### src/rtl/core/expression_char_lexer_unit_assert.svh
// assertion macros shared by the lexer rtl files
`ifndef EXPRESSION_CHAR_LEXER_UNIT_ASSERT_SVH
`define EXPRESSION_CHAR_LEXER_UNIT_ASSERT_SVH

// same-cycle implication, disabled during reset
`define ECL_ASSERT_IMPL(label, clk, rst_n, ante, cons) \
    label: assert property (@(posedge clk) disable iff (!rst_n) (ante) |-> (cons)) \
        else $error("ecl assertion failed");

// next-cycle implication, disabled during reset
`define ECL_ASSERT_NEXT(label, clk, rst_n, ante, cons) \
    label: assert property (@(posedge clk) disable iff (!rst_n) (ante) |=> (cons)) \
        else $error("ecl assertion failed");

`endif

### src/rtl/core/ecl_pkg.sv
// shared types, constants and character classifiers of the expression lexer
package ecl_pkg;

    // input length limit and the saturation point of the character offset
    localparam logic [31:0] MAX_INPUT_LEN = 32'd65535;
    localparam logic [15:0] OFFSET_CAP =
        (MAX_INPUT_LEN < 32'd65535) ? MAX_INPUT_LEN[15:0] : 16'hFFFF;

    // token kinds
    localparam logic [1:0] KIND_NUM   = 2'd0;
    localparam logic [1:0] KIND_PUNCT = 2'd1;
    localparam logic [1:0] KIND_EOF   = 2'd2;
    localparam logic [1:0] KIND_ERR   = 2'd3;

    // character codes
    localparam logic [7:0] CH_NUL   = 8'h00;
    localparam logic [7:0] CH_BANG  = 8'h21;
    localparam logic [7:0] CH_ZERO  = 8'h30;
    localparam logic [7:0] CH_LT    = 8'h3C;
    localparam logic [7:0] CH_EQ    = 8'h3D;
    localparam logic [7:0] CH_GT    = 8'h3E;
    localparam logic [7:0] CH_SPACE = 8'h20;

    // token queue sizing
    localparam int QUEUE_DEPTH = 4;
    localparam int QPTR_W      = $clog2(QUEUE_DEPTH);
    localparam int QCNT_W      = $clog2(QUEUE_DEPTH + 1);
    localparam logic [QCNT_W-1:0] QUEUE_SPACE_MARK = QCNT_W'(QUEUE_DEPTH - 2);

    // lexer mode, one-hot
    typedef enum logic [3:0] {
        MODE_IDLE = 4'b0001,
        MODE_NUM  = 4'b0010,
        MODE_HELD = 4'b0100,
        MODE_ERR  = 4'b1000
    } lex_mode_t;

    typedef struct packed {
        logic [1:0]  token_kind;
        logic [31:0] number_value;
        logic        value_overflow;
        logic [15:0] start_offset;
        logic [15:0] token_length;
        logic [7:0]  first_char;
        logic [7:0]  second_char;
        logic        final_token;
    } token_t;

    // up to two tokens handed from the lexer core to the queue per word
    typedef struct packed {
        logic [1:0] count;
        token_t     tok0;
        token_t     tok1;
    } tok_push_t;

    function automatic logic is_space(input logic [7:0] c);
        return c inside {CH_SPACE, [8'd9:8'd13]};
    endfunction

    function automatic logic is_digit(input logic [7:0] c);
        return c inside {[8'd48:8'd57]};
    endfunction

    function automatic logic is_punct(input logic [7:0] c);
        return c inside {[8'd33:8'd47], [8'd58:8'd64], [8'd91:8'd96], [8'd123:8'd126]};
    endfunction

    function automatic logic is_holdable(input logic [7:0] c);
        return c inside {CH_EQ, CH_BANG, CH_LT, CH_GT};
    endfunction

    // accum * 10 + digit; msb is the carry out of 32 bits
    function automatic logic [32:0] mul10_add(input logic [31:0] a, input logic [3:0] d);
        logic [35:0] s;
        s = {1'b0, a, 3'b000} + {3'b000, a, 1'b0} + {32'd0, d};
        return {|s[35:32], s[31:0]};
    endfunction

endpackage

### src/rtl/core/ecl_char_if.sv
// character input channel
interface ecl_char_if;
    logic       valid;
    logic       ready;
    logic [7:0] char_code;
    logic       end_marker;

    modport source (output valid, output char_code, output end_marker, input ready);
    modport sink (input valid, input char_code, input end_marker, output ready);
endinterface

### src/rtl/core/ecl_token_if.sv
// token output channel
interface ecl_token_if;
    logic        valid;
    logic        ready;
    logic [1:0]  token_kind;
    logic [31:0] number_value;
    logic        value_overflow;
    logic [15:0] start_offset;
    logic [15:0] token_length;
    logic [7:0]  first_char;
    logic [7:0]  second_char;
    logic        final_token;

    modport source (
        output valid, output token_kind, output number_value, output value_overflow,
        output start_offset, output token_length, output first_char,
        output second_char, output final_token, input ready
    );
    modport sink (
        input valid, input token_kind, input number_value, input value_overflow,
        input start_offset, input token_length, input first_char,
        input second_char, input final_token, output ready
    );
endinterface

### src/rtl/core/ecl_lex_core.sv
// lexer state and per-character token classification
`include "expression_char_lexer_unit_assert.svh"

module ecl_lex_core (
    input  logic              clk,
    input  logic              rst_n,
    input  logic              accept,
    input  logic [7:0]        char_code,
    input  logic              end_marker,
    output ecl_pkg::tok_push_t push
);

    ecl_pkg::lex_mode_t mode_reg, mode_next;
    logic [15:0] offset_reg, offset_next;
    logic [15:0] begin_reg, begin_next;
    logic [31:0] accum_reg, accum_next;
    logic        ovf_reg, ovf_next;
    logic [7:0]  held_reg, held_next;

    logic [15:0] off_adv;
    logic        end_in;
    logic [32:0] acc_sum;
    logic [3:0]  digit;
    ecl_pkg::token_t num_tok, held1_tok, held2_tok, eof_tok, punct_tok, err_tok;
    ecl_pkg::token_t pend_tok, new_tok;
    logic        pend_vld, new_vld;
    logic        err_pushed;

    // shared datapath pieces
    assign end_in  = end_marker || (char_code == ecl_pkg::CH_NUL);
    assign off_adv = (offset_reg < ecl_pkg::OFFSET_CAP) ? offset_reg + 16'd1 : offset_reg;
    assign digit   = 4'(char_code - ecl_pkg::CH_ZERO);
    assign acc_sum = ecl_pkg::mul10_add(accum_reg, digit);

    // candidate tokens
    always_comb
    begin
        num_tok = '0;
        num_tok.token_kind     = ecl_pkg::KIND_NUM;
        num_tok.number_value   = accum_reg;
        num_tok.value_overflow = ovf_reg;
        num_tok.start_offset   = begin_reg;
        num_tok.token_length   = offset_reg - begin_reg;

        held1_tok = '0;
        held1_tok.token_kind   = ecl_pkg::KIND_PUNCT;
        held1_tok.start_offset = begin_reg;
        held1_tok.token_length = 16'd1;
        held1_tok.first_char   = held_reg;

        held2_tok = held1_tok;
        held2_tok.token_length = 16'd2;
        held2_tok.second_char  = char_code;

        eof_tok = '0;
        eof_tok.token_kind   = ecl_pkg::KIND_EOF;
        eof_tok.start_offset = offset_reg;
        eof_tok.final_token  = 1'b1;

        punct_tok = '0;
        punct_tok.token_kind   = ecl_pkg::KIND_PUNCT;
        punct_tok.start_offset = offset_reg;
        punct_tok.token_length = 16'd1;
        punct_tok.first_char   = char_code;

        err_tok = punct_tok;
        err_tok.token_kind  = ecl_pkg::KIND_ERR;
        err_tok.final_token = 1'b1;
    end

    // next state and emitted tokens for the accepted word
    always_comb
    begin
        mode_next   = mode_reg;
        offset_next = offset_reg;
        begin_next  = begin_reg;
        accum_next  = accum_reg;
        ovf_next    = ovf_reg;
        held_next   = held_reg;
        pend_vld    = 1'b0;
        pend_tok    = num_tok;
        new_vld     = 1'b0;
        new_tok     = eof_tok;

        if (accept)
        begin
            if (end_in)
            begin
                // flush pending token, close with end token unless in error mode, back to reset state
                if (mode_reg != ecl_pkg::MODE_ERR)
                begin
                    if (mode_reg == ecl_pkg::MODE_NUM)
                    begin
                        pend_vld = 1'b1;
                        pend_tok = num_tok;
                    end
                    else if (mode_reg == ecl_pkg::MODE_HELD)
                    begin
                        pend_vld = 1'b1;
                        pend_tok = held1_tok;
                    end
                    new_vld = 1'b1;
                    new_tok = eof_tok;
                end
                mode_next   = ecl_pkg::MODE_IDLE;
                offset_next = '0;
                begin_next  = '0;
                accum_next  = '0;
                ovf_next    = 1'b0;
                held_next   = '0;
            end
            else if (mode_reg == ecl_pkg::MODE_ERR)
            begin
                offset_next = off_adv;
            end
            else if ((mode_reg == ecl_pkg::MODE_HELD) && (char_code == ecl_pkg::CH_EQ))
            begin
                // two-character operator
                new_vld     = 1'b1;
                new_tok     = held2_tok;
                mode_next   = ecl_pkg::MODE_IDLE;
                offset_next = off_adv;
            end
            else if ((mode_reg == ecl_pkg::MODE_NUM) && ecl_pkg::is_digit(char_code))
            begin
                accum_next  = acc_sum[31:0];
                ovf_next    = ovf_reg | acc_sum[32];
                offset_next = off_adv;
            end
            else
            begin
                // close whatever was pending, then classify this character
                if (mode_reg == ecl_pkg::MODE_NUM)
                begin
                    pend_vld = 1'b1;
                    pend_tok = num_tok;
                end
                else if (mode_reg == ecl_pkg::MODE_HELD)
                begin
                    pend_vld = 1'b1;
                    pend_tok = held1_tok;
                end
                mode_next   = ecl_pkg::MODE_IDLE;
                offset_next = off_adv;
                if (ecl_pkg::is_space(char_code))
                begin
                    mode_next = ecl_pkg::MODE_IDLE;
                end
                else if (ecl_pkg::is_digit(char_code))
                begin
                    mode_next  = ecl_pkg::MODE_NUM;
                    begin_next = offset_reg;
                    accum_next = {28'd0, digit};
                    ovf_next   = 1'b0;
                end
                else if (ecl_pkg::is_holdable(char_code))
                begin
                    mode_next  = ecl_pkg::MODE_HELD;
                    begin_next = offset_reg;
                    held_next  = char_code;
                end
                else if (ecl_pkg::is_punct(char_code))
                begin
                    new_vld = 1'b1;
                    new_tok = punct_tok;
                end
                else
                begin
                    new_vld   = 1'b1;
                    new_tok   = err_tok;
                    mode_next = ecl_pkg::MODE_ERR;
                end
            end
        end
    end

    // pack tokens in emission order
    assign push.count = {1'b0, pend_vld} + {1'b0, new_vld};
    assign push.tok0  = pend_vld ? pend_tok : new_tok;
    assign push.tok1  = new_tok;

    // an error token among the tokens of this word
    assign err_pushed = ((push.count == 2'd1) && (push.tok0.token_kind == ecl_pkg::KIND_ERR)) ||
                        ((push.count == 2'd2) && (push.tok1.token_kind == ecl_pkg::KIND_ERR));

    // state registers
    always_ff @(posedge clk or negedge rst_n)
    begin
        if (!rst_n)
        begin
            mode_reg   <= ecl_pkg::MODE_IDLE;
            offset_reg <= '0;
            begin_reg  <= '0;
            accum_reg  <= '0;
            ovf_reg    <= 1'b0;
            held_reg   <= '0;
        end
        else
        begin
            mode_reg   <= mode_next;
            offset_reg <= offset_next;
            begin_reg  <= begin_next;
            accum_reg  <= accum_next;
            ovf_reg    <= ovf_next;
            held_reg   <= held_next;
        end
    end

    // a closing token is always the last one of a word
    `ECL_ASSERT_IMPL(a_final_last, clk, rst_n, push.count == 2'd2, !push.tok0.final_token)
    // an error token puts the lexer into error mode
    `ECL_ASSERT_NEXT(a_err_mode, clk, rst_n, err_pushed, mode_reg == ecl_pkg::MODE_ERR)
    // offset saturates
    `ECL_ASSERT_IMPL(a_offset_cap, clk, rst_n, 1'b1, offset_reg <= ecl_pkg::OFFSET_CAP)

endmodule

### src/rtl/core/ecl_tok_queue.sv
// small token queue: up to two writes and one read per cycle
`include "expression_char_lexer_unit_assert.svh"

module ecl_tok_queue (
    input  logic               clk,
    input  logic               rst_n,
    input  ecl_pkg::tok_push_t push,
    input  logic               pop,
    output logic               space_ok,
    output logic               head_valid,
    output ecl_pkg::token_t    head
);

    ecl_pkg::token_t mem_reg [ecl_pkg::QUEUE_DEPTH];
    logic [ecl_pkg::QPTR_W-1:0] wr_ptr_reg, wr_ptr_next, rd_ptr_reg, rd_ptr_next, wr_ptr_inc;
    logic [ecl_pkg::QCNT_W-1:0] count_reg, count_next;

    // pointer and fill bookkeeping
    assign wr_ptr_inc  = wr_ptr_reg + ecl_pkg::QPTR_W'(1);
    assign wr_ptr_next = wr_ptr_reg + ecl_pkg::QPTR_W'(push.count);
    assign rd_ptr_next = rd_ptr_reg + ecl_pkg::QPTR_W'(pop);
    assign count_next  = count_reg + ecl_pkg::QCNT_W'(push.count) - ecl_pkg::QCNT_W'(pop);

    assign space_ok   = (count_reg <= ecl_pkg::QUEUE_SPACE_MARK);
    assign head_valid = (count_reg != '0);
    assign head       = mem_reg[rd_ptr_reg];

    // token storage
    always_ff @(posedge clk)
    begin
        if (push.count != 2'd0)
        begin
            mem_reg[wr_ptr_reg] <= push.tok0;
        end
        if (push.count == 2'd2)
        begin
            mem_reg[wr_ptr_inc] <= push.tok1;
        end
    end

    always_ff @(posedge clk or negedge rst_n)
    begin
        if (!rst_n)
        begin
            wr_ptr_reg <= '0;
            rd_ptr_reg <= '0;
            count_reg  <= '0;
        end
        else
        begin
            wr_ptr_reg <= wr_ptr_next;
            rd_ptr_reg <= rd_ptr_next;
            count_reg  <= count_next;
        end
    end

    // writes only land when two slots are free
    `ECL_ASSERT_IMPL(a_push_room, clk, rst_n, push.count != 2'd0, count_reg <= ecl_pkg::QUEUE_SPACE_MARK)
    // fill level holds when nothing moves
    `ECL_ASSERT_NEXT(a_count_hold, clk, rst_n, (push.count == 2'd0) && !pop, count_reg == $past(count_reg))

endmodule

### src/rtl/core/expression_char_lexer_unit.sv
// top level of the streaming expression lexer
//
//  channel    | dir | words
//  -----------+-----+-------------------------------------------
//  char_in    | in  | one character byte or end marker
//  token_out  | out | one token: kind, value, offsets, operator chars
//
// A character is taken whenever the token queue has two free slots.
// Each character is classified and its tokens written to the queue in the same cycle it is taken.
// Tokens leave one per cycle from the queue head while token_out.ready is high, so a character that
// closes a pending token and makes one of its own puts two tokens on the output.
// rst_n clears the lexer state and empties the queue; nothing else is cleared.
// A stalled token_out fills the queue until fewer than two slots are free, which drops char_in.ready.
module expression_char_lexer_unit (
    input  logic        clk,
    input  logic        rst_n,
    ecl_char_if.sink    char_in,
    ecl_token_if.source token_out
);

    logic               accept;
    logic               pop;
    logic               space_ok;
    logic               head_valid;
    ecl_pkg::tok_push_t push;
    ecl_pkg::token_t    head;

    // handshakes
    assign char_in.ready   = space_ok;
    assign accept          = char_in.valid && space_ok;
    assign token_out.valid = head_valid;
    assign pop             = head_valid && token_out.ready;

    ecl_lex_core u_core (
        .clk        (clk),
        .rst_n      (rst_n),
        .accept     (accept),
        .char_code  (char_in.char_code),
        .end_marker (char_in.end_marker),
        .push       (push)
    );

    ecl_tok_queue u_queue (
        .clk        (clk),
        .rst_n      (rst_n),
        .push       (push),
        .pop        (pop),
        .space_ok   (space_ok),
        .head_valid (head_valid),
        .head       (head)
    );

    // output word fields
    assign token_out.token_kind     = head.token_kind;
    assign token_out.number_value   = head.number_value;
    assign token_out.value_overflow = head.value_overflow;
    assign token_out.start_offset   = head.start_offset;
    assign token_out.token_length   = head.token_length;
    assign token_out.first_char     = head.first_char;
    assign token_out.second_char    = head.second_char;
    assign token_out.final_token    = head.final_token;

endmodule
### src/flat_wrapper.sv
// flat-port wrapper written by rule: the top's interface ports become plain ports
module expression_char_lexer_unit_flat 
  (clk, rst_n, char_in_valid, char_in_char_code, char_in_end_marker, char_in_ready, token_out_valid, token_out_token_kind, token_out_number_value, token_out_value_overflow, token_out_start_offset, token_out_token_length, token_out_first_char, token_out_second_char, token_out_final_token, token_out_ready);
  ecl_char_if char_in_i ();
  ecl_token_if token_out_i ();
  input  logic clk;
  input  logic rst_n;
  input wire logic [$bits(char_in_i.valid)-1:0] char_in_valid;
  input wire logic [$bits(char_in_i.char_code)-1:0] char_in_char_code;
  input wire logic [$bits(char_in_i.end_marker)-1:0] char_in_end_marker;
  output wire logic [$bits(char_in_i.ready)-1:0] char_in_ready;
  output wire logic [$bits(token_out_i.valid)-1:0] token_out_valid;
  output wire logic [$bits(token_out_i.token_kind)-1:0] token_out_token_kind;
  output wire logic [$bits(token_out_i.number_value)-1:0] token_out_number_value;
  output wire logic [$bits(token_out_i.value_overflow)-1:0] token_out_value_overflow;
  output wire logic [$bits(token_out_i.start_offset)-1:0] token_out_start_offset;
  output wire logic [$bits(token_out_i.token_length)-1:0] token_out_token_length;
  output wire logic [$bits(token_out_i.first_char)-1:0] token_out_first_char;
  output wire logic [$bits(token_out_i.second_char)-1:0] token_out_second_char;
  output wire logic [$bits(token_out_i.final_token)-1:0] token_out_final_token;
  input wire logic [$bits(token_out_i.ready)-1:0] token_out_ready;
  assign char_in_i.valid = char_in_valid;
  assign char_in_i.char_code = char_in_char_code;
  assign char_in_i.end_marker = char_in_end_marker;
  assign char_in_ready = char_in_i.ready;
  assign token_out_valid = token_out_i.valid;
  assign token_out_token_kind = token_out_i.token_kind;
  assign token_out_number_value = token_out_i.number_value;
  assign token_out_value_overflow = token_out_i.value_overflow;
  assign token_out_start_offset = token_out_i.start_offset;
  assign token_out_token_length = token_out_i.token_length;
  assign token_out_first_char = token_out_i.first_char;
  assign token_out_second_char = token_out_i.second_char;
  assign token_out_final_token = token_out_i.final_token;
  assign token_out_i.ready = token_out_ready;
  expression_char_lexer_unit u_core (.clk(clk), .rst_n(rst_n), .char_in(char_in_i), .token_out(token_out_i));
endmodule
### config.mk
export PLATFORM = sky130hd
export DESIGN_NAME = expression_char_lexer_unit_flat
export DESIGN_NICKNAME = d
export VERILOG_FILES = /design/src/rtl/core/ecl_pkg.sv /design/src/rtl/core/ecl_char_if.sv /design/src/rtl/core/ecl_token_if.sv /design/src/rtl/core/ecl_lex_core.sv /design/src/rtl/core/ecl_tok_queue.sv /design/src/rtl/core/expression_char_lexer_unit.sv /design/src/flat_wrapper.sv
export VERILOG_INCLUDE_DIRS = /design/src /design/src/rtl/core
export SDC_FILE = /design/constraint.sdc
export NUM_CORES = 1
export LEC_CHECK = 0
export BUFFER_PORTS_ARGS = -buffer_cell sky130_fd_sc_hd__buf_4
export CORE_MARGIN = 2
export CORE_UTILIZATION = 26
export CTS_CLUSTER_DIAMETER = 40
export CTS_CLUSTER_SIZE = 16
export DETAILED_ROUTE_END_ITERATION = 7
export MAX_ROUTING_LAYER = met4
export PLACE_DENSITY_LB_ADDON = 0.3
export SYNTH_ARGS = -nofsm -noshare
export SYNTH_HDL_FRONTEND = slang
export SYNTH_SLANG_ARGS = --single-unit
### constraint.sdc
create_clock -name clk -period 4.9 [get_ports clk]
set_input_delay 0.245 -clock clk [delete_from_list [all_inputs] [get_ports clk]]
set_output_delay 0.245 -clock clk [all_outputs]
set_load 0.02 [all_outputs]
==> impl_metrics.toml <==
[run_status]
status = "finished, violations left"
violations = "DRC"

[worst_setup_path]
worstPathMaxFanout = 11
critPathLaunchType = "register"
crit_arrival_ns = 4.51
crit_type = "register to register"
worstPathRequired_ns = 5.34
endpoint_kind = "register"
r2r_slack_ns = 0.83

[timing]
hold_viol_final = 0
min_period_ns = 4.07
max_freq_ghz = 0.246
setup_ws_ns = 0.829
rsz0062_at_grt = "false"
post-route-period-util_pct = 83.1
setup_viol = 0
worst_slew_pin_slew_ns = 1.25
fin_tns_setup_ns = 0
whs_ns = 0.0324
worst_clock_skew_ns = 0.0394
final_max_slew_viol_count = 0
slew_headroom_pct = 16.4

[power_and_ir_drop]
power_density_mw_per_mm2 = 514
peakVddDrop_v = 0.000280
p_leak_nw = 9.56
total_power_w = 0.0128

[grt]
grt_usage_pct = 15.1
grt-ovfl-total = 0
grt_use_met2_pct = 24.5
grt_max_degree = 104
grt_pass1_vias = 15500
use_met3_pct = 2.65
grt_pass1_wl_um = 93100
grt_util_met1_pct = 18.8
grt_busiest_layer = "met2"
antenna_found_initial = 0

[synthesis]
yosysTopAreaCellShare_pct = 21.2
yosysMostFrequentCell = "dfxtp_1"
netlist_area_sq_mm = 0.0204
synth_compound_area_share_pct = 19.9
netlist.top_cell.by_area = "edfxtp_1"
synthCells = 1743
synth.area.mux_share_pct = 9.50
yosys.area_share.simple_pct = 8.95
ys.flop_type = "dfxtp_1"
yosysUniqueCellTypes = 81
synth_adder_area_share_pct = 5.66
yosysSeqAreaShare_pct = 49.9
synth-seq-cells = 416
yosys.area_share.xor_xnor_pct = 2.40
syn_avg_cell_area_sq_um = 11.7
synth_top_family_by_area = "compound AO/OA/AOI/OAI gates"
netlist_top_cells_area = "edfxtp_1, dfxtp_1, dfrtp_1"
synthArstFlopShare_pct = 20.2
synth_edf_count = 144
synth_common_cells = "dfxtp_1, nand2_1, edfxtp_1"
yosysWarnings = 0

[detailed_routing]
route.vias.total = 15100
drt_iter0_drc = 1166
wl_per_cell_um = 20.5
drc = 1
drt_pre_antenna_iters = 8
via_per_inst = 5.16
drtAntennaViolNets = 0
drt-total-wl_um = 60100

[clock_network]
cts_tree = "built"
worstSkewPairLatency_ns = 0.62
clk_pin_slew_ns = 0.05
post-cts-setup-buffers = 0
htree_levels = 3
clockBufferDepth = 3
cts_resized = 0
clockRootBuffer = "clkbuf_16"
cts.sinks = 416
cts_made_buffers = 72

[die]
die_h_um = 284
row_count = 102
core_sq_mm = 0.0776
start_util_pct = 26.3
dieArea_sq_mm = 0.0808
ios = 99
die_width_um = 284

[run]
max-cap-violations = 0

[place]
preCtsSetupSlack_ns = 0.889
hpwl_um = 39300
numPortBuffers = 98
gp_congestion = 0.890

[layout]
drive_above_1_share_pct = 20.2
final_nets = 1930
area_growth_pct = 21.8
utilization_pct = 32.1
largest_reg_flops = 332

[worst_hold_path]
hold_path.class = "input pin to register"
==> metal layers <==
| metal | up-vias | wire length, um |
|---|---|---|
| li1 | 6912 | - |
| met1 | 7608 | 26200 |
| met2 | 476 | 29000 |
| met3 | 105 | 3340 |
| met4 | 0 | 1630 |
| met5 | - | 0 |
==> report_power, final <==
group | total [W] | internal [W] | switching (W)
clock network | 0.00529 | 0.00343 | 0.00186
registers | 0.00427 | 0.00387 | 0.000399
logic | 0.00322 | 0.00129 | 0.00193
==> kinds of logic (layout without fill, tap and decap cells) <==
family	count (synthesis)	after routing
compound gates	529	529
flops	416	416
simple gates	376	376
buf+inv	185	316
fa+ha+maj	90	90
mux	90	90
xor+xnor	56	56
other cells	1	13
==> critical path, cell delays in order (launching register included) <==
cell and delay (ns):
dfrtp_1 0.39, a21oi_1 0.40, and2_1 0.29, nand2_1 0.14, nor2_2 0.19, o21ai_2 0.23, inv_1 0.18, ha_1 0.28
inv_1 0.13, nor3_1 0.48, nor2_4 0.15, o21ai_0 0.79, nand2_1 0.13, o21ai_0 0.12
==> repair_timing <==
item	CTS	global route
hold endpoints to repair	53	0
hold buffers	3	0
setup endpoints to repair	0	0
==> path summary, 6_finish.rpt <==
| path | startpoint | endpoint | cells past startpoint |
|---|---|---|---|
| worst max-delay path | u_core.u_queue.count_reg[0] | u_core.u_queue.mem_reg[1][13] | 13 |
| worst min-delay path | char_in_char_code[5] | u_core.u_core.held_reg[5] | 3 |
| worst max register to register | u_core.u_queue.count_reg[0] | u_core.u_queue.mem_reg[1][13] | 13 |
| worst min register to register | u_core.u_queue.mem_reg[3][23] | u_core.u_queue.mem_reg[3][23] | 2 |
| max in group asynchronous | rst_n | u_core.u_core.mode_reg[0] | 3 |
| min in group asynchronous | rst_n | u_core.u_core.begin_reg[9] | 2 |
==> final cells by class <==
type / instances / area [sq um]
fill: 7806 / 52700
sequential: 416 / 10200
multi-input combinational: 1153 / 9580
clock buffer: 83 / 1870
tap: 1040 / 1300
timing repair buffer: 133 / 1030
clock inverter: 49 / 699
inverter: 51 / 191
antenna: 1 / 2.50
==> cell usage in the layout, fill, tap and decap left out, types with 8 or more instances in the layout <==
cell,n
a21o_1,31
a21oi_1,47
a22o_1,137
a31oi_1,10
a32o_1,101
and2_1,12
buf_4,128
bufinv_16,12
clkbuf_1,8
clkbuf_16,72
conb_1,12
dfrtp_1,81
dfxtp_1,188
edfxtp_1,144
ha_1,86
inv_1,51
inv_6,9
mux4_2,83
nand2_1,146
nand2b_1,9
nand3_1,40
nand4_1,17
nor2_1,72
nor2_4,9
nor2b_1,10
nor3_1,14
o211ai_1,10
o21ai_0,108
o21ai_1,13
o31ai_1,11
xnor2_1,29
xor2_1,27
==> stage by stage <==
step,instances,instance area (sq um)
after global routing,2925,24900
final,2926,24900
after floorplan,1754,20500
after detailed placement,2790,22300
after global placement,2790,22300
after CTS,2925,24900
(Power assumes the default switching activity.)
